`src/rtl/core/rpa_pkg.sv`:
```
// Shared types and constants for the register pool allocator.
// Depends on nothing; every module of the block imports it.
package rpa_pkg;

  // Pool geometry.
  localparam int POOL_SIZE = 32;
  localparam int IDX_W     = $clog2(POOL_SIZE);
  localparam int PTR_W     = $clog2(POOL_SIZE + 1);
  localparam int SLOT_W    = IDX_W + 1;
  localparam int OUT_IDX_W = 5;
  localparam int REQ_IDX_W = 6;

  // Request codes.
  typedef enum logic [1:0] {
    REQ_FIND = 2'd0,
    REQ_MARK = 2'd1,
    REQ_FREE = 2'd2,
    REQ_LIST = 2'd3
  } req_t;

  // Commands from the controller to the datapath.
  typedef struct packed {
    logic load;
    logic exec;
    logic scan;
    logic flush;
  } cmd_t;

  // Status from the datapath to the controller.
  typedef struct packed {
    logic scan_last;
  } status_t;

endpackage

```
`src/rtl/core/rpa_ctrl.sv`:
```
// Controller state machine of the register pool allocator.
// Depends on rpa_pkg for the command, status and request types.
module rpa_ctrl (
  input  logic             clk,
  input  logic             rst,
  input  logic             start,
  input  rpa_pkg::req_t    req,
  input  rpa_pkg::status_t status,
  output rpa_pkg::cmd_t    cmd,
  output logic             busy
);
  import rpa_pkg::*;

  typedef enum logic [3:0] {
    ST_IDLE  = 4'b0001,
    ST_EXEC  = 4'b0010,
    ST_SCAN  = 4'b0100,
    ST_FLUSH = 4'b1000
  } state_t;

  state_t state, state_next;
  logic   accept;

  assign accept = start && (state == ST_IDLE);
  assign busy   = (state != ST_IDLE);

  // Next state: single-word requests pass through the execute state, a list
  // request walks every slot and then flushes its held word.
  always_comb begin
    state_next = state;
    case (state)
      ST_IDLE: begin
        if (accept) begin
          state_next = (req == REQ_LIST) ? ST_SCAN : ST_EXEC;
        end
      end
      ST_EXEC:  state_next = ST_IDLE;
      ST_SCAN: begin
        if (status.scan_last) begin
          state_next = ST_FLUSH;
        end
      end
      ST_FLUSH: state_next = ST_IDLE;
      default:  state_next = ST_IDLE;
    endcase
  end

  // State register.
  always_ff @(posedge clk) begin
    if (rst) begin
      state <= ST_IDLE;
    end else begin
      state <= state_next;
    end
  end

  // Commands follow directly from the state; load is a start taken in idle.
  assign cmd.load  = accept;
  assign cmd.exec  = (state == ST_EXEC);
  assign cmd.scan  = (state == ST_SCAN);
  assign cmd.flush = (state == ST_FLUSH);

endmodule

```
`src/rtl/core/rpa_dp.sv`:
```
// Datapath of the register pool allocator: bitmaps, search pointers,
// rotating free search, list walk and the result register. Uses rpa_pkg.
module rpa_dp (
  input  logic                              clk,
  input  logic                              rst,
  input  rpa_pkg::cmd_t                     cmd,
  input  rpa_pkg::req_t                     req,
  input  logic                              cls,
  input  logic [rpa_pkg::REQ_IDX_W-1:0]     idx,
  output rpa_pkg::status_t                  status,
  output logic                              done,
  output logic                              ok,
  output logic                              out_class,
  output logic [rpa_pkg::OUT_IDX_W-1:0]     out_index,
  output logic                              last
);
  import rpa_pkg::*;

  // Bitmaps and search pointers.
  logic [POOL_SIZE-1:0] int_map;
  logic [POOL_SIZE-1:0] flt_map;
  logic [PTR_W-1:0]     int_ptr;
  logic [PTR_W-1:0]     flt_ptr;

  // Latched request.
  req_t                 rq_type;
  logic                 rq_class;
  logic [REQ_IDX_W-1:0] rq_index;

  // List walk state: slot counter and one held word.
  logic [SLOT_W-1:0]    slot;
  logic                 pend_valid;
  logic                 pend_class;
  logic [IDX_W-1:0]     pend_index;

  // Search and single-request signals.
  logic [POOL_SIZE-1:0] sel_map;
  logic [PTR_W-1:0]     sel_ptr;
  logic [IDX_W-1:0]     start_pos;
  logic [POOL_SIZE-1:0] free_v;
  logic [POOL_SIZE-1:0] upper_v;
  logic                 hi_found;
  logic [IDX_W-1:0]     hi_idx;
  logic                 lo_found;
  logic [IDX_W-1:0]     lo_idx;
  logic                 find_ok;
  logic [IDX_W-1:0]     find_idx;
  logic [PTR_W-1:0]     ptr_next;
  logic                 in_range;
  logic [IDX_W-1:0]     rq_idx_low;
  logic                 cur_bit;
  logic                 single_ok;
  logic [IDX_W-1:0]     single_idx;

  // Scan signals.
  logic [IDX_W-1:0]     scan_idx;
  logic                 scan_int;
  logic                 scan_used;

  // Request capture.
  always_ff @(posedge clk) begin
    if (cmd.load) begin
      rq_type  <= req;
      rq_class <= cls;
      rq_index <= idx;
    end
  end

  // Rotating free search: first free bit at or above the pointer,
  // otherwise the first free bit from the bottom.
  always_comb begin
    sel_map   = rq_class ? int_map : flt_map;
    sel_ptr   = rq_class ? int_ptr : flt_ptr;
    start_pos = (sel_ptr >= PTR_W'(POOL_SIZE)) ? '0 : sel_ptr[IDX_W-1:0];
    free_v    = ~sel_map;
    for (int k = 0; k < POOL_SIZE; k++) begin
      upper_v[k] = free_v[k] && (IDX_W'(k) >= start_pos);
    end
    hi_found = |upper_v;
    lo_found = |free_v;
    hi_idx   = '0;
    lo_idx   = '0;
    for (int k = POOL_SIZE - 1; k >= 0; k--) begin
      if (upper_v[k]) begin
        hi_idx = IDX_W'(k);
      end
      if (free_v[k]) begin
        lo_idx = IDX_W'(k);
      end
    end
    find_ok  = lo_found;
    find_idx = hi_found ? hi_idx : lo_idx;
    ptr_next = PTR_W'(find_idx) + PTR_W'(1);
  end

  // Find, mark and free checks.
  always_comb begin
    in_range   = (rq_index < REQ_IDX_W'(POOL_SIZE));
    rq_idx_low = rq_index[IDX_W-1:0];
    cur_bit    = sel_map[rq_idx_low];
    single_idx = in_range ? rq_idx_low : '0;
    case (rq_type)
      REQ_FIND: begin
        single_ok  = find_ok;
        single_idx = find_ok ? find_idx : '0;
      end
      REQ_MARK: single_ok = in_range && !cur_bit;
      REQ_FREE: single_ok = in_range && cur_bit;
      default:  single_ok = 1'b0;
    endcase
  end

  // Slot decode: even slots are integer registers, odd slots float; the
  // top two integer registers are never listed.
  always_comb begin
    scan_idx  = slot[SLOT_W-1:1];
    scan_int  = !slot[0];
    scan_used = scan_int ? (int_map[scan_idx] && (scan_idx < IDX_W'(POOL_SIZE - 2)))
                         : flt_map[scan_idx];
    status.scan_last = (slot == SLOT_W'(2 * POOL_SIZE - 1));
  end

  // Bitmaps and pointers.
  always_ff @(posedge clk) begin
    if (rst) begin
      int_map <= '0;
      flt_map <= '0;
      int_ptr <= '0;
      flt_ptr <= '0;
    end else if (cmd.exec) begin
      case (rq_type)
        REQ_FIND: begin
          if (find_ok) begin
            if (rq_class) begin
              int_ptr <= ptr_next;
            end else begin
              flt_ptr <= ptr_next;
            end
          end
        end
        REQ_MARK, REQ_FREE: begin
          if (single_ok) begin
            if (rq_class) begin
              int_map[rq_idx_low] <= (rq_type == REQ_MARK);
            end else begin
              flt_map[rq_idx_low] <= (rq_type == REQ_MARK);
            end
          end
        end
        default: ;
      endcase
    end
  end

  // List walk: one slot a cycle; a found word is held until the next one
  // shows up, so the final word can carry the last flag.
  always_ff @(posedge clk) begin
    if (rst) begin
      slot       <= '0;
      pend_valid <= 1'b0;
    end else if (cmd.load) begin
      slot       <= '0;
      pend_valid <= 1'b0;
    end else if (cmd.scan) begin
      slot <= slot + SLOT_W'(1);
      if (scan_used) begin
        pend_valid <= 1'b1;
      end
    end
  end

  always_ff @(posedge clk) begin
    if (cmd.scan && scan_used) begin
      pend_class <= scan_int;
      pend_index <= scan_idx;
    end
  end

  // Result strobe.
  always_ff @(posedge clk) begin
    if (rst) begin
      done <= 1'b0;
    end else begin
      done <= cmd.exec || cmd.flush || (cmd.scan && scan_used && pend_valid);
    end
  end

  // Result word.
  always_ff @(posedge clk) begin
    if (cmd.exec) begin
      ok        <= single_ok;
      out_class <= rq_class;
      out_index <= OUT_IDX_W'(single_idx);
      last      <= 1'b1;
    end else if (cmd.flush) begin
      ok        <= pend_valid;
      out_class <= pend_valid && pend_class;
      out_index <= pend_valid ? OUT_IDX_W'(pend_index) : '0;
      last      <= 1'b1;
    end else if (cmd.scan && scan_used && pend_valid) begin
      ok        <= 1'b1;
      out_class <= pend_class;
      out_index <= OUT_IDX_W'(pend_index);
      last      <= 1'b0;
    end
  end

endmodule

```
`src/rtl/core/register_pool_allocator.sv`:
```
// Top level of the register pool allocator: controller plus datapath.
// Depends on rpa_pkg, rpa_ctrl and rpa_dp.
//
//   channel   handshake          word
//   -------   ----------------   ------------------------------------
//   request   start / busy       req_type, reg_class, reg_index
//   result    done (strobe)      ok, out_class, out_index, last
//
// Find, mark and free latch the request, then run the rotating search or
// the bit update in the execute state, which registers the result word.
// A list request walks 2*POOL_SIZE slots one per cycle, then a flush state;
// each word comes out once the next is found, the last one at the flush.
// Synchronous reset clears both bitmaps and pointers; no clearing pass.
// Each word is on the outputs for one cycle; the receiver cannot stall it.
module register_pool_allocator (
  input  logic                              clk,
  input  logic                              rst,
  input  logic                              start,
  output logic                              busy,
  input  logic [1:0]                        req_type,
  input  logic                              reg_class,
  input  logic [rpa_pkg::REQ_IDX_W-1:0]     reg_index,
  output logic                              done,
  output logic                              ok,
  output logic                              out_class,
  output logic [rpa_pkg::OUT_IDX_W-1:0]     out_index,
  output logic                              last
);
  import rpa_pkg::*;

  cmd_t    cmd;
  status_t status;
  req_t    req;

  assign req = req_t'(req_type);

  // Controller.
  rpa_ctrl u_ctrl (
    .clk    (clk),
    .rst    (rst),
    .start  (start),
    .req    (req),
    .status (status),
    .cmd    (cmd),
    .busy   (busy)
  );

  // Datapath.
  rpa_dp u_dp (
    .clk       (clk),
    .rst       (rst),
    .cmd       (cmd),
    .req       (req),
    .cls       (reg_class),
    .idx       (reg_index),
    .status    (status),
    .done      (done),
    .ok        (ok),
    .out_class (out_class),
    .out_index (out_index),
    .last      (last)
  );

`ifndef SYNTHESIS
  // A word without the last flag belongs to a list still in progress.
  a_mid_list_busy: assert property (@(posedge clk) disable iff (rst)
    (done && !last) |-> busy)
    else $error("non-final word while idle");

  // Only the final word of a list may report failure.
  a_mid_list_ok: assert property (@(posedge clk) disable iff (rst)
    (done && !last) |-> ok)
    else $error("non-final word without ok");

  // A single-word request stays busy with no word while it executes, then answers as last.
  a_single_latency: assert property (@(posedge clk) disable iff (rst)
    (start && !busy && (req_type != REQ_LIST)) |=> (busy && !done) ##1 (done && last))
    else $error("single request answer timing");
`endif

endmodule

```
`config.mk`:
```
export PLATFORM = sky130hd
export DESIGN_NAME = register_pool_allocator
export DESIGN_NICKNAME = d
export VERILOG_FILES = /design/src/rtl/core/rpa_pkg.sv /design/src/rtl/core/rpa_ctrl.sv /design/src/rtl/core/rpa_dp.sv /design/src/rtl/core/register_pool_allocator.sv
export SDC_FILE = /design/constraint.sdc
export NUM_CORES = 1
export LEC_CHECK = 0
export BUFFER_PORTS_ARGS = -buffer_cell sky130_fd_sc_hd__buf_2
export CORE_MARGIN = 8
export CORE_UTILIZATION = 67
export CTS_CLUSTER_SIZE = 12
export DETAILED_ROUTE_END_ITERATION = 8
export GPL_TIMING_DRIVEN = 0
export HOLD_SLACK_MARGIN = 0.02
export PLACE_DENSITY = 0.9
export SYNTH_ARGS = -nofsm -noshare
export SYNTH_HDL_FRONTEND = slang
export SYNTH_SLANG_ARGS = --single-unit
```
`constraint.sdc`:
```
create_clock -name clk -period 9.1 [get_ports clk]
set_input_delay 1.365 -clock clk [delete_from_list [all_inputs] [get_ports clk]]
set_output_delay 1.365 -clock clk [all_outputs]
set_load 0.02 [all_outputs]
```
==> results by group <==
Final layout
  – Nets: just under 1,000
  – Ant. Diodes: 0
  – Layout cells sized above 1: between 10% and 20%
  – Core Util, Final: about three quarters
  – Layout overhead on the synthesized area: 7.17%
  – Final Non-Filler Cells: 1,091

Detailed routing
  – DRT iter0 DRCs: around 1,300
  – Antenna-violating nets left: 0
  – DRT Pass-1 Iters: 6
  – Drt total wl: 27.2 mm
  – Avg WL per Cell: approximately 25 um
  – Drt via density: around 7.3
  – Vias after detailed routing: ~8,000
  – DRC Markers: 0

CTS
  – Worst-skew pair later-pin latency: around 0.36 ns
  – Clk pin slew, worst setup/hold paths: ~0.07 ns
  – # Post-CTS Setup Buffers: 0
  – Hold buffers post-CTS: 0
  – H-tree Lvls: 3
  – Post-cts repair resize count: 0
  – CTS tree: done
  – Clock buffer depth: 2
  – Num CTS Buffers: 9
  – Root Buffer: clkbuf_16
  – Sink Count: about 110

Job
  – Max Cap Violations: 0

Timing
  – Total negative slack: 0 ns
  – Slew HR: between 10% and 20%
  – Hold Vio Cnt, Final: 0
  – Pins Over Slew Limit: 0
  – Worst hold slack: 0.439 ns
  – # setup viols final: 0
  – RSZ-0062 raised after global routing: false
  – Final Critical Period: ~4.6 ns
  – Maximum clock frequency: roughly 220 MHz
  – Worst-Margin Slew: around 1.2 ns
  – Clock skew: between 0.01 and 0.015 ns
  – Tcrit/Tclk final: 50.0%

Logic synthesis
  – Synth Net Count: a little over 900
  – Top-count cell post-synth: nand2_1
  – Ranking of synthesized cells by area: dfxtp_1 23%, edfxtp_1 8.4%, mux2i_1 8.3%
  – Count of warnings emitted by yosys: 0
  – Yosys top cell by area: dfxtp_1
  – Seq/Total Area, Yosys: 31.0%
  – Synth Register Bits: about 110
  – Asr flop ratio synth: 0%
  – Synthesized area: around 0.0079 mm^2
  – Top post-synthesis cells by count: 154 x nand2_1, 89 x dfxtp_1, 81 x nor2_1
  – Top cell type's share of synthesized area: around 23%
  – Ys flop type: dfxtp_1
  – Mapped Cells: 912
  – Post-synthesis cell type count: 85
  – Syn Area/Cell: ~8.6 um^2
  – Post-synth EDFFs: 22

Worst setup path
  – Critical Path End Type: flip-flop
  – Crit-path leading delay family: compound AO/OA/AOI/OAI gates
  – Worst path arrival time: 4.75 ns
  – Critical path type: flip-flop to flip-flop
  – Worst path max stage delay: a little under 0.8 ns
  – Crit path required time: between 9 and 10 ns
  – Internal reg-to-reg setup slack: between 4 and 5 ns
  – Crit Reg-Reg Startpoint: u_dp.rq_class
  – Critical path launch point type: flip-flop
  – CP most frequent cell: buf_6
  – Worst path cell trace: buf_6 > buf_6 > buf_6 > mux2i_1 > nor2_1 > a211oi_1 > o31ai_1 > o211ai_1 > nor4_4 > o31a_1 > a21oi_2 > ha_1 > nor3b_1 > xor2_1 > a211oi_1
  – CP max FO: 10
  – Critical Path Slowest Stage Cell: mux2i_1
  – Reg-to-Reg End: u_dp.int_ptr[4]
  – Critical path buffer and inverter count: 3
  – FF-to-FF path depth: 15

Die
  – Die height: 124 um
  – Row cnt: 39
  – Die width: about 120 um
  – Initial core utilization: around 70%
  – Core box area: approximately 0.011 mm^2
  – Die ar.: between 0.015 and 0.02 mm^2
  – Top Ports: 22

Worst hold path
  – HP Class: flip-flop to flip-flop
  – Hold Path Depth: 0
  – Min-delay src: u_dp.slot[3]
  – Worst Hold End: u_dp.pend_index[2]

Place
  – Port Buffers: 20
  – RePlAce Congestion: roughly 1.1
  – Placed Cells: around 1,100
  – Post-DP HPWL: roughly 21 mm

Global routing
  – Gr usage total: between 30% and 40%
  – Pin count of the biggest net entering global routing: 20
  – Vias in the first global route: approximately 7,500
  – Grt total ovfl: 0
  – First-pass GRT wire length: 41.5 mm
  – Initial antenna violation count: 0

Power and ir drop
  – PwrDens: approximately 120 mW/mm^2
  – Pleak: 3.06 nW
  – Total power: 1.00 mW
  – Peak supply drop: ~0.17 mV

Outcome
  – Run status: completed
## worst max-delay path by stage
stage                   from         endpoint  slack (ns)  cells past startpoint
2_1_floorplan   u_dp.slot[1]          u_dp.ok        5.54                      8
3_3_place_gp   u_dp.rq_class  u_dp.flt_ptr[4]        4.92                     13
3_5_place_dp   u_dp.rq_class  u_dp.int_ptr[4]        4.80                     13
4_1_cts        u_dp.rq_class  u_dp.int_ptr[4]        4.80                     13
5_1_grt        u_dp.rq_class  u_dp.flt_ptr[4]        4.41                     15
6_report       u_dp.rq_class  u_dp.int_ptr[4]        4.55                     15
## per-layer routing
metal	global-route usage (%)	vias up	wire, um
met1	42.0	3740	10000
met3	8.51	139	3390
met2	50.4	640	12100
met5	0	-	0
li1	-	3473	-
met4	22.7	0	1690
## cell families (layout without fill, tap and decap cells)
family | Yosys count | in the layout | synth area share, %
flops | 111 | 111 | 31.0
buf+inv | 73 | 109 | 4.67
simple gates | 405 | 405 | 26.9
xor+xnor | 5 | 5 | 0.556
fa+ha+maj | 6 | 6 | 0.954
mux | 111 | 111 | 18.7
compound gates | 201 | 201 | 17.2
## power by group
group | leakage [nW] | switching (mW) | internal (mW)
Clock | 0.135 | 0.192 | 0.191
Sequential | 0.922 | 0.00468 | 0.506
Combinational | 2.00 | 0.0762 | 0.0307
Total | 3.06 | 0.273 | 0.728
## flip-flops by register name, indices dropped and copies added, names as in the netlist, 2 cells and up
| signal | flops |
|---|---|
| u_ctrl.state | 4 |
| u_dp.flt_map | 32 |
| u_dp.out_index | 5 |
| u_dp.pend_index | 5 |
| u_dp.rq_type | 2 |
| u_dp.flt_ptr | 6 |
| u_dp.int_ptr | 6 |
| u_dp.slot | 6 |
| u_dp.rq_index | 6 |
| u_dp.int_map | 32 |
## placed cells by master (no fill, tap or decap), types with 8 or more instances in the layout
| cell type | count |
|---|---|
| nand3b_1 | 15 |
| mux4_2 | 27 |
| clkbuf_16 | 9 |
| nand2_1 | 154 |
| o211ai_1 | 9 |
| edfxtp_1 | 22 |
| nand3_1 | 59 |
| mux2i_1 | 65 |
| dfxtp_1 | 89 |
| a22oi_1 | 10 |
| clkbuf_1 | 31 |
| a21oi_1 | 59 |
| nor4_4 | 9 |
| nor3_1 | 11 |
| buf_6 | 9 |
| nor2_1 | 81 |
| a31oi_1 | 10 |
| a211oi_1 | 11 |
| nand4_1 | 14 |
| buf_2 | 29 |
| mux2_2 | 19 |
| inv_1 | 16 |
| o21ai_0 | 31 |
| nand2b_1 | 8 |
## through the flow
step	setup WS (ns)	cell area, um^2
after floorplan	5.54	7870
after global placement	4.92	8150
after detailed placement	4.80	8150
after CTS	4.80	8430
after global routing	4.41	8430
final	4.55	8430
## cell type report
type	instances	area, um^2
Timing Repair Buffer	20	100
Clock buffer	10	229
Inverter	18	67.6
Clock inverter	6	56.3
Tap cell	143	179
Sequential cell	111	2440
Fill cell	852	3030
Buffer	55	300
Multi-Input combinational cell	728	5060
Power figures use the tool's default switching activity.
